===== src/multi_channel_limit_debouncer_unit_macros.svh =====
// Assertion macros for the limit debouncer.
// Needs clk and rst in the scope where a macro is used.
`ifndef MULTI_CHANNEL_LIMIT_DEBOUNCER_UNIT_MACROS_SVH
`define MULTI_CHANNEL_LIMIT_DEBOUNCER_UNIT_MACROS_SVH

// Consequent must hold in the same cycle as the antecedent.
`define MCLD_ASSERT_NOW(lbl, ante, cons, msg) \
  lbl: assert property (@(posedge clk) disable iff (rst) (ante) |-> (cons)) else $error(msg);

// Consequent must hold in the cycle after the antecedent.
`define MCLD_ASSERT_NEXT(lbl, ante, cons, msg) \
  lbl: assert property (@(posedge clk) disable iff (rst) (ante) |=> (cons)) else $error(msg);

`endif


===== src/mcld_pkg.sv =====
// Shared types and constants for the multi-channel limit debouncer.
// No dependencies; used by mcld_channel and the top level.
`timescale 1ns / 1ps

package mcld_pkg;

  localparam int MAX_CH       = 6;
  localparam int CHANNELS_DEF = 6;
  localparam int TIME_W       = 32;
  localparam int COUNT_W      = 32;
  localparam int DEBOUNCE_W   = 16;
  localparam int REQ_W        = 2;
  localparam int CFG_INDEX_W  = 1;
  localparam int CFG_DATA_W   = 16;

  localparam logic [DEBOUNCE_W-1:0] DEBOUNCE_RESET = 16'd20;
  localparam logic [MAX_CH-1:0]     INVERT_RESET   = 6'd0;

  // Input word layout
  localparam int IN_RAW_LSB  = 0;
  localparam int IN_TIME_LSB = MAX_CH;
  localparam int IN_DATA_W   = 40;

  // Result word layout
  localparam int OUT_ACT_LSB   = 0;
  localparam int OUT_DEB_LSB   = MAX_CH;
  localparam int OUT_RAW_LSB   = 2 * MAX_CH;
  localparam int OUT_COUNT_LSB = 3 * MAX_CH;
  localparam int OUT_USED_W    = OUT_COUNT_LSB + MAX_CH * COUNT_W;
  localparam int OUT_DATA_W    = 216;

  typedef enum logic [REQ_W-1:0] {
    REQ_SAMPLE = 2'd0,
    REQ_INIT   = 2'd1,
    REQ_CLEAR  = 2'd2
  } req_e_t;

  typedef enum logic [CFG_INDEX_W-1:0] {
    CFG_DEBOUNCE = 1'b0,
    CFG_INVERT   = 1'b1
  } cfg_reg_t;

  typedef struct packed {
    logic                  load;
    logic                  sample;
    logic                  init;
    logic                  clear;
    logic [TIME_W-1:0]     now;
    logic [DEBOUNCE_W-1:0] debounce;
  } chan_cmd_t;

  typedef struct packed {
    logic               stored;
    logic               accepted;
    logic [COUNT_W-1:0] count;
  } chan_stat_t;

endpackage


===== src/mcld_channel.sv =====
// One debounce lane: stored raw bit, accepted level, hold stamp and edge counter.
// Depends on mcld_pkg for the command and status structs.
`timescale 1ns / 1ps

module mcld_channel (
  input  logic                  clk,
  input  logic                  rst,
  input  mcld_pkg::chan_cmd_t   cmd,
  input  logic                  raw,
  output mcld_pkg::chan_stat_t  stat
);

  logic                           stored;
  logic                           stored_next;
  logic                           accepted;
  logic                           accepted_next;
  logic [mcld_pkg::TIME_W-1:0]    stamp;
  logic [mcld_pkg::TIME_W-1:0]    stamp_next;
  logic [mcld_pkg::COUNT_W-1:0]   count;
  logic [mcld_pkg::COUNT_W-1:0]   count_next;
  logic                           changed;
  logic [mcld_pkg::TIME_W-1:0]    elapsed;
  logic                           take;

  assign changed = raw != stored;
  assign elapsed = changed ? '0 : cmd.now - stamp;
  assign take    = (elapsed >= {{(mcld_pkg::TIME_W - mcld_pkg::DEBOUNCE_W){1'b0}}, cmd.debounce})
                   && (accepted != raw);

  always_comb begin
    stored_next   = stored;
    accepted_next = accepted;
    stamp_next    = stamp;
    count_next    = count;
    if (cmd.init) begin
      stored_next   = raw;
      accepted_next = raw;
      stamp_next    = cmd.now;
      count_next    = '0;
    end else if (cmd.clear) begin
      count_next = '0;
    end else if (cmd.sample) begin
      stored_next = raw;
      if (changed) begin
        stamp_next = cmd.now;
      end
      if (take) begin
        accepted_next = raw;
        count_next    = count + 1'b1;
      end
    end
  end

  always_ff @(posedge clk) begin
    if (rst) begin
      stored   <= 1'b0;
      accepted <= 1'b0;
      stamp    <= '0;
      count    <= '0;
    end else if (cmd.load) begin
      stored   <= stored_next;
      accepted <= accepted_next;
      stamp    <= stamp_next;
      count    <= count_next;
    end
  end

  assign stat.stored   = stored_next;
  assign stat.accepted = accepted_next;
  assign stat.count    = count_next;

endmodule


===== src/multi_channel_limit_debouncer_unit.sv =====
// Top level of the multi-channel limit debouncer: input register, debounce lanes,
// result register and configuration registers. Depends on mcld_pkg, mcld_channel
// and the assertion macros header.
`timescale 1ns / 1ps

// Each input word is a sample, an initialise or a clear-counts request with six raw
// pin levels and a millisecond timestamp; every word yields exactly one result word
// showing the state after it. Throughput is one word per clock cycle while the
// master side does not stall; each word moves from the input register into the
// result register once that is empty or being read. The cycle is set by each lane's
// 32-bit elapsed-time subtract and compare feeding its 32-bit edge counter, all
// between the input and result registers. Samples before the first initialise are
// ignored and the active levels read zero until then. Write configuration only
// while no words are in flight; the configuration port is always ready.

`include "multi_channel_limit_debouncer_unit_macros.svh"

module multi_channel_limit_debouncer_unit #(
  parameter int CHANNELS = mcld_pkg::CHANNELS_DEF
) (
  input  logic                               clk,
  input  logic                               rst,
  input  logic                               s_tvalid,
  output logic                               s_tready,
  // raw_levels[5:0], time_ms[37:6], zero pad
  input  logic [mcld_pkg::IN_DATA_W-1:0]     s_tdata,
  // req_type[1:0]
  input  logic [mcld_pkg::REQ_W-1:0]         s_tuser,
  output logic                               m_tvalid,
  input  logic                               m_tready,
  // active_levels[5:0], debounced_levels[11:6], last_raw_levels[17:12],
  // count_ch0[49:18] .. count_ch5[209:178], zero pad
  output logic [mcld_pkg::OUT_DATA_W-1:0]    m_tdata,
  input  logic                               cfg_valid,
  output logic                               cfg_ready,
  input  logic [mcld_pkg::CFG_INDEX_W-1:0]   cfg_index,
  input  logic [mcld_pkg::CFG_DATA_W-1:0]    cfg_data
);

  localparam int MAX_CH  = mcld_pkg::MAX_CH;
  localparam int COUNT_W = mcld_pkg::COUNT_W;

  logic [mcld_pkg::DEBOUNCE_W-1:0] debounce_time;
  logic [MAX_CH-1:0]               invert_mask;

  logic                            in_valid;
  logic [mcld_pkg::REQ_W-1:0]      in_req;
  logic [MAX_CH-1:0]               in_raw;
  logic [mcld_pkg::TIME_W-1:0]     in_time;
  logic                            adv;

  logic                            ready_flag;
  logic                            ready_flag_next;
  mcld_pkg::chan_cmd_t             cmd;
  mcld_pkg::chan_stat_t            stat [MAX_CH];
  logic [MAX_CH-1:0]               deb_next;
  logic [MAX_CH-1:0]               raw_next;
  logic [MAX_CH-1:0]               lane_mask;

  logic [MAX_CH-1:0]               out_active;
  logic [MAX_CH-1:0]               out_deb;
  logic [MAX_CH-1:0]               out_raw;
  logic [COUNT_W-1:0]              out_count [MAX_CH];

  // configuration
  assign cfg_ready = 1'b1;

  always_ff @(posedge clk) begin
    if (rst) begin
      debounce_time <= mcld_pkg::DEBOUNCE_RESET;
      invert_mask   <= mcld_pkg::INVERT_RESET;
    end else if (cfg_valid && cfg_ready) begin
      unique case (mcld_pkg::cfg_reg_t'(cfg_index))
        mcld_pkg::CFG_DEBOUNCE: debounce_time <= cfg_data;
        mcld_pkg::CFG_INVERT:   invert_mask   <= cfg_data[MAX_CH-1:0];
        default: ;
      endcase
    end
  end

  // input register
  assign adv      = in_valid && (!m_tvalid || m_tready);
  assign s_tready = !in_valid || adv;

  always_ff @(posedge clk) begin
    if (rst) begin
      in_valid <= 1'b0;
    end else if (s_tready) begin
      in_valid <= s_tvalid;
    end
  end

  always_ff @(posedge clk) begin
    if (s_tvalid && s_tready) begin
      in_req  <= s_tuser;
      in_raw  <= s_tdata[mcld_pkg::IN_RAW_LSB +: MAX_CH];
      in_time <= s_tdata[mcld_pkg::IN_TIME_LSB +: mcld_pkg::TIME_W];
    end
  end

  // request decode
  always_comb begin
    cmd             = '0;
    cmd.load        = adv;
    cmd.now         = in_time;
    cmd.debounce    = debounce_time;
    ready_flag_next = ready_flag;
    if (adv) begin
      unique case (in_req)
        mcld_pkg::REQ_SAMPLE: cmd.sample = ready_flag;
        mcld_pkg::REQ_INIT: begin
          cmd.init        = 1'b1;
          ready_flag_next = 1'b1;
        end
        mcld_pkg::REQ_CLEAR:  cmd.clear = 1'b1;
        default: ;
      endcase
    end
  end

  always_ff @(posedge clk) begin
    if (rst) begin
      ready_flag <= 1'b0;
    end else begin
      ready_flag <= ready_flag_next;
    end
  end

  // lanes
  for (genvar i = 0; i < MAX_CH; i++) begin : g_lane
    if (i < CHANNELS) begin : g_used
      mcld_channel u_chan (
        .clk  (clk),
        .rst  (rst),
        .cmd  (cmd),
        .raw  (in_raw[i]),
        .stat (stat[i])
      );
      assign lane_mask[i] = 1'b1;
    end else begin : g_unused
      assign stat[i]      = '0;
      assign lane_mask[i] = 1'b0;
    end
    assign deb_next[i] = stat[i].accepted;
    assign raw_next[i] = stat[i].stored;
  end

  // result register
  always_ff @(posedge clk) begin
    if (rst) begin
      m_tvalid <= 1'b0;
    end else if (adv) begin
      m_tvalid <= 1'b1;
    end else if (m_tready) begin
      m_tvalid <= 1'b0;
    end
  end

  always_ff @(posedge clk) begin
    if (adv) begin
      out_active <= ready_flag_next ? ((deb_next ^ invert_mask) & lane_mask) : '0;
      out_deb    <= deb_next;
      out_raw    <= raw_next;
      for (int i = 0; i < MAX_CH; i++) begin
        out_count[i] <= stat[i].count;
      end
    end
  end

  assign m_tdata[mcld_pkg::OUT_ACT_LSB +: MAX_CH] = out_active;
  assign m_tdata[mcld_pkg::OUT_DEB_LSB +: MAX_CH] = out_deb;
  assign m_tdata[mcld_pkg::OUT_RAW_LSB +: MAX_CH] = out_raw;
  for (genvar i = 0; i < MAX_CH; i++) begin : g_count
    assign m_tdata[mcld_pkg::OUT_COUNT_LSB + i*COUNT_W +: COUNT_W] = out_count[i];
  end
  assign m_tdata[mcld_pkg::OUT_DATA_W-1:mcld_pkg::OUT_USED_W] = '0;

  `MCLD_ASSERT_NOW(a_ready_when_empty, !in_valid, s_tready, "input stage empty but not ready")
  `MCLD_ASSERT_NEXT(a_init_sets_ready, adv && in_req == mcld_pkg::REQ_INIT, ready_flag, "initialise did not set ready flag")
  `MCLD_ASSERT_NEXT(a_clear_zeroes, adv && in_req == mcld_pkg::REQ_CLEAR, m_tvalid && m_tdata[mcld_pkg::OUT_USED_W-1:mcld_pkg::OUT_COUNT_LSB] == '0, "clear left counts non-zero")
  `MCLD_ASSERT_NOW(a_inactive_before_init, m_tvalid && !ready_flag, out_active == '0, "active levels before initialise")

endmodule

===== config.mk =====
export PLATFORM = sky130hd
export DESIGN_NAME = multi_channel_limit_debouncer_unit
export DESIGN_NICKNAME = d
export VERILOG_FILES = /design/src/mcld_pkg.sv /design/src/mcld_channel.sv /design/src/multi_channel_limit_debouncer_unit.sv
export VERILOG_INCLUDE_DIRS = /design/src /design/src/src
export SDC_FILE = /design/constraint.sdc
export NUM_CORES = 2
export LEC_CHECK = 0
export BUFFER_PORTS_ARGS = -buffer_cell sky130_fd_sc_hd__buf_2
export CAP_MARGIN = 30
export CORE_MARGIN = 8
export CORE_UTILIZATION = 45
export CTS_CLUSTER_DIAMETER = 40
export DETAILED_ROUTE_END_ITERATION = 8
export PLACE_DENSITY = 0.64
export SETUP_SLACK_MARGIN = 0.15
export SLEW_MARGIN = 0
export SYNTH_ARGS = -nofsm -noshare
export SYNTH_HDL_FRONTEND = slang
export SYNTH_SLANG_ARGS = --single-unit
export TNS_END_PERCENT = 20

===== constraint.sdc =====
create_clock -name clk -period 14.2 [get_ports clk]
set_clock_uncertainty 0.15 [all_clocks]
set_input_delay 2.13 -clock clk [delete_from_list [all_inputs] [get_ports clk]]
set_output_delay 2.13 -clock clk [all_outputs]
set_load 0.03 [all_outputs]

Yosys cells after proc, flatten, opt, wreduce, memory -nomap -nowiden
Memory sizes are Yosys's and may differ from the RTL's.
Index checks and enable logic that the tools add are counted.
{"block": "op_classes", "n_mux": 106, "n_eq_ne": 15, "n_reduce_logical": 29, "add_sub_neg": 12, "bitwise": 2, "order_cmp": 6}
{"op": "32-bit 2-to-1 mux", "count": 54}
{"op": "32-bit by 1-bit adder with 32-bit output, second input constant", "count": 6}
{"op": "32-bit by 16-bit >= comparator with 1-bit output", "count": 6}
{"op": "32-bit subtractor", "count": 6}
{"op": "1-bit 2-to-1 mux", "count": 51}
{"op": "4-bit AND reduction", "count": 6}
{"op": "2-bit nonzero test", "count": 8}
{"op": "1-bit != test", "count": 12}
{"op": "1-bit logical AND", "count": 8}
{"op": "6-bit XOR", "count": 1}
{"op": "2-bit AND reduction", "count": 2}
{"op": "3-bit 2-to-1 mux", "count": 1}
{"op": "2-bit by 1-bit equality test with 1-bit output, second input constant", "count": 1}
{"op": "2-bit equality test, second input constant", "count": 1}
{"op": "1-bit logical NOT", "count": 2}
{"op": "2-bit logical NOT", "count": 1}
{"op": "1-bit logical OR", "count": 2}
{"op": "2-bit by 1-bit != test with 1-bit output, second input constant", "count": 1}
{"op": "1-bit inverter", "count": 1}
{"block": "totals", "ramBits": 192, "reg_bits": 479, "memories": 1, "out_inout_bits": 219}
{"memory": "out_count", "words": 6, "width": 32, "rd": 6, "rd_ports_with_merged_regs": 0, "write_ports": 6, "line_no": "multi_channel_limit_debouncer_unit.sv:63", "text": "logic [COUNT_W-1:0] out_count [MAX_CH];"}

Logic depth before layout (Yosys ltp)
{"block": "logic_depth", "word_depth": 9, "ltp_mapped": 24, "depth_no_buf": 22}

Hierarchy
From an unflattened synthesis, not the netlist that was laid out.
{"block": "hier_totals", "cells_unflattened": 6043, "area_unflattened_um2": 48338.9}
{"mod": "mcld_channel at g_lane[0].g_used.u_chan ...", "cells_per_inst": 966, "area_each_um2": 6751.5, "n_inst": 4}
{"mod": "multi_channel_limit_debouncer_unit", "cells_per_inst": 389, "area_each_um2": 8695.8, "n_inst": 1}
{"mod": "mcld_channel at g_lane[1].g_used.u_chan", "cells_per_inst": 899, "area_each_um2": 6442.4, "n_inst": 1}
{"mod": "mcld_channel at g_lane[5].g_used.u_chan", "cells_per_inst": 891, "area_each_um2": 6194.7, "n_inst": 1}

Worst setup path after synthesis
No wires, ideal clock.
{"block": "synth_path", "kind": "input to register", "startpoint": "in m_tready", "endpoint": "mem out_count[0][0] (data pin)", "slack_ps": 5857, "t_arrival_ps": 7927, "path_buffers": 3, "setup_ps": 266, "path_stages": 8, "path_cell_list": "nor2b_1 nand2b_1 inv_1 and2_1 clkbuf_1 clkbuf_1 clkbuf_1 nor2_1"}
{"item": "start, declared", "line_no": "multi_channel_limit_debouncer_unit.sv:30", "text": "input logic m_tready,"}
{"item": "end, declared", "line_no": "multi_channel_limit_debouncer_unit.sv:63"}

==> summary.txt <==
Drt
  • DRC: 0
  • WL final: 133.7 mm
  • Final ANT Viol Nets: 0
  • DR WL/cell: 19.52 um
  • Vias: 39290
  • First drt pass iteration count: 7
  • Initial DRC Count: 3415
  • Vias per inst: 5.738

Placed design
  • DPL Wire Length: 95.91 mm
  • # placed instances: 6657
  • PortBufs: 273
  • RD Place Congestion: 0.9732

Floorplan
  • Die area: 106000 um^2
  • Die width: 325.5 um
  • Die Ht: 325.5 um
  • I/O Pins: 283
  • Core ar.: 95010 um^2
  • Core Rows: 113
  • Starting Density: 45.37%

Worst setup path
  • CP Data Arrival Time: 7.30 ns
  • Worst-path maximum fanout: 20
  • Crit Path Class: reg2reg
  • CP required: 14.47 ns
  • Startpoint types: flip-flop
  • Reg2Reg Depth: 21
  • Worst r2r dst: out_count[3][17]
  • Worst Setup End Kind: flip-flop
  • Worst r2r src: in_time[0]
  • Internal reg-to-reg setup slack: 7.16 ns

Timing
  • Fmax: 142.1 MHz
  • Max transition margin: 32.98%
  • Final Max Slew Viols: 0
  • RSZ-0062 raised after global routing: no
  • Slew @ Worst Pin: 1.005 ns
  • Setup TNS: 0 ns
  • Period utilization: 49.57%
  • Endpoints failing hold: 0
  • Post-layout minimum cycle time: 7.039 ns
  • Final setup violation count: 0

CTS
  • CTS clock-pin slew for the worst setup and hold paths: 0.06 ns
  • TritonCTS clock tree: yes
  • Post-CTS Resized: 0
  • Setup Fix Bufs, Post-CTS: 0
  • Worst-skew pair later-pin latency: 0.69 ns
  • CTS Buf Count: 102
  • Total clock sinks: 671
  • Hold Buf Count CTS: 0
  • CTS Buffer Depth: 3
  • Root Buffer: clkbuf_16
  • CTS H-tree lvls: 3

Yosys
  • Synth unique cells: 104
  • Syn avg cell area: 8.135 um^2
  • Post-synth EDFFs: 250
  • Synth Warn #: 0
  • Top_reg_cell synth: dfxtp_1
  • Number of synthesized register bits: 671
  • Cells after Synth: 5299
  • Post-Syn Area: 43110 um^2
  • FFs w/ async S/R, synth: 0%
  • Register area share after synthesis: 36.97%

Global route
  • First-pass GRT wire length: 206.5 mm
  • Gr usage total: 24.04%
  • Initial antenna violation count: 3
  • Vias in the first global route: 36590
  • Largest net degree at the start of global routing: 111
  • Overflow after GRT: 0

Layout
  • Layout Cells excl Fill: 6848
  • Final core occ: 51.89%
  • P&R area growth vs syn: 14.38%
  • Nets: 5854
  • Share of cells above drive strength 1: 10.98%

Min path
  • Hold Path Depth: 2
  • Worst Hold Class: reg2reg
  • Worst hold start: g_lane[3].g_used.u_chan.stamp[20]
  • Hold EP: g_lane[3].g_used.u_chan.stamp[20]

Pwr
  • Pwr Total: 5.516 mW
  • P_leak: 18.15 nW
  • PD cells: 111.9 nW/um^2
  • Peak supply drop: 0.09989 mV

Flow run
  • Max-cap viol count: 0

Outcome
  • Status: finished, final reports clean
worst max path at each step:
stage,start,slack (ns),end,cells past startpoint
2_1_floorplan,m_tready,5.86,out_count[0][0],8
3_3_place_gp,in_time[0],7.28,out_count[3][25],21
3_5_place_dp,in_time[0],7.29,out_count[3][25],21
4_1_cts,in_time[0],7.24,out_count[3][25],21
5_1_grt,in_time[0],6.84,out_count[3][25],21
6_report,in_time[0],7.16,out_count[3][17],21
sequential cells by signal, indices dropped and copies added, names as in the netlist, 16 cells and up:
name	flops
debounce_time	16
g_lane.g_used.u_chan.count	192
g_lane.g_used.u_chan.stamp	192
in_time	32
out_count	192
cells by family after synthesis:
group | share of synthesized area (%)
and+or+nand+nor | 24.57
AOI/OAI and AO/OA | 17.86
DFF | 36.97
buffers and inverters | 4.813
adders and majority gates | 8.638
xor gates and xnor gates | 4.328
muxes | 2.804
other | 0.01742
per-layer routing:
metal | track usage, % | part of all wire (%) | vias up
li1 | - | - | 19330
met1 | 32.96 | 45 | 18410
met2 | 38.32 | 44 | 1315
met3 | 3.967 | 7.0 | 236
met4 | 8.284 | 3.4 | 2
met5 | 0 | 0.0097 | -
where the power goes:
part           total (mW)  leakage, nW  internal [mW]  switching, mW
Sequential           2.08         5.66           2.04         0.0303
Clock                2.59         1.73           1.64          0.947
Combinational       0.855         10.8          0.280          0.575
Total                5.52         18.2           3.96           1.55
layout make-up:
class,count,area (um^2)
well taps,1265,1583
inverters,270,1021
multi-input cells,4103,25220
clock buffers,137,2930
clock inverters,52,659.4
diodes,2,5.005
fillers,9083,45710
flip-flops and latches,671,15940
repair buffers,348,1947
metrics by stage:
| step | hold slack, ns | setup slack [ns] | instance area (um^2) |
|---|---|---|---|
| finish | 0.3004 | 7.161 | 49300 |
| global route | 0.3130 | 6.835 | 49300 |
| CTS | 0.3029 | 7.243 | 49300 |
| detailed placement | 0.2963 | 7.286 | 45710 |
| global placement | 0.2916 | 7.285 | 45680 |
| floorplan | 0.2863 | 5.857 | 43120 |
synth_stat cells, drive strengths merged, types with 43 or more instances:
library cell | number | share of area, %
xnor2 | 140 | 2.8
and2 | 48 | 0.70
a21oi | 540 | 6.3
a211oi | 46 | 0.81
dfxtp | 421 | 20
nand4 | 115 | 1.7
or3 | 92 | 1.4
nand2 | 859 | 7.5
a21o | 67 | 1.2
ha | 288 | 8.4
clkbuf | 213 | 1.9
edfxtp | 250 | 17
and3 | 75 | 1.1
nor3 | 109 | 1.3
mux2i | 114 | 2.6
o21a | 43 | 0.75
nand3 | 147 | 1.7
inv | 270 | 2.4
nor2 | 467 | 4.1
o21ai | 229 | 2.7
xor2 | 73 | 1.5
nand2b | 85 | 1.2
nor2b | 43 | 0.62
buf | 47 | 0.61
o211ai | 44 | 0.77
nor4 | 51 | 0.80
placed cells by master, fill, tap and decap left out, types with 44 or more instances in the layout:
| master | n |
|---|---|
| nand3_1 | 147 |
| o21ai_0 | 208 |
| a21oi_1 | 539 |
| edfxtp_1 | 250 |
| nor3_1 | 106 |
| nor2_1 | 458 |
| buf_2 | 272 |
| buf_4 | 73 |
| and2_1 | 45 |
| ha_1 | 288 |
| xor2_1 | 72 |
| nor4_1 | 48 |
| inv_1 | 269 |
| a211oi_1 | 45 |
| nand2b_1 | 84 |
| o211ai_1 | 44 |
| a21o_1 | 67 |
| nand2_1 | 858 |
| mux2i_1 | 114 |
| dfxtp_1 | 421 |
| xnor2_1 | 139 |
| or3_1 | 90 |
| nand4_1 | 115 |
| and3_1 | 75 |
| clkbuf_16 | 107 |
worst max-delay path, cell delays in order (launching register included):
cell	delay [ns]
edfxtp_1	0.77
inv_1	0.46
ha_1	0.37
fa_1	0.39
and2b_1	0.28
o22ai_1	0.15
o21ai_2	0.27
a311o_1	0.29
xnor2_1	0.15
nor2_1	0.06
ha_1	0.18
a21o_1	0.15
a21o_1	0.16
a21oi_1	0.15
o21ai_0	0.10
a21oi_1	0.45
o211ai_1	0.19
nor4_1	0.30
nand4b_1	0.60
nand2_1	0.75
nor3_1	0.22
mux2i_1	0.16
Note: power is estimated with default switching activity, not from simulation.
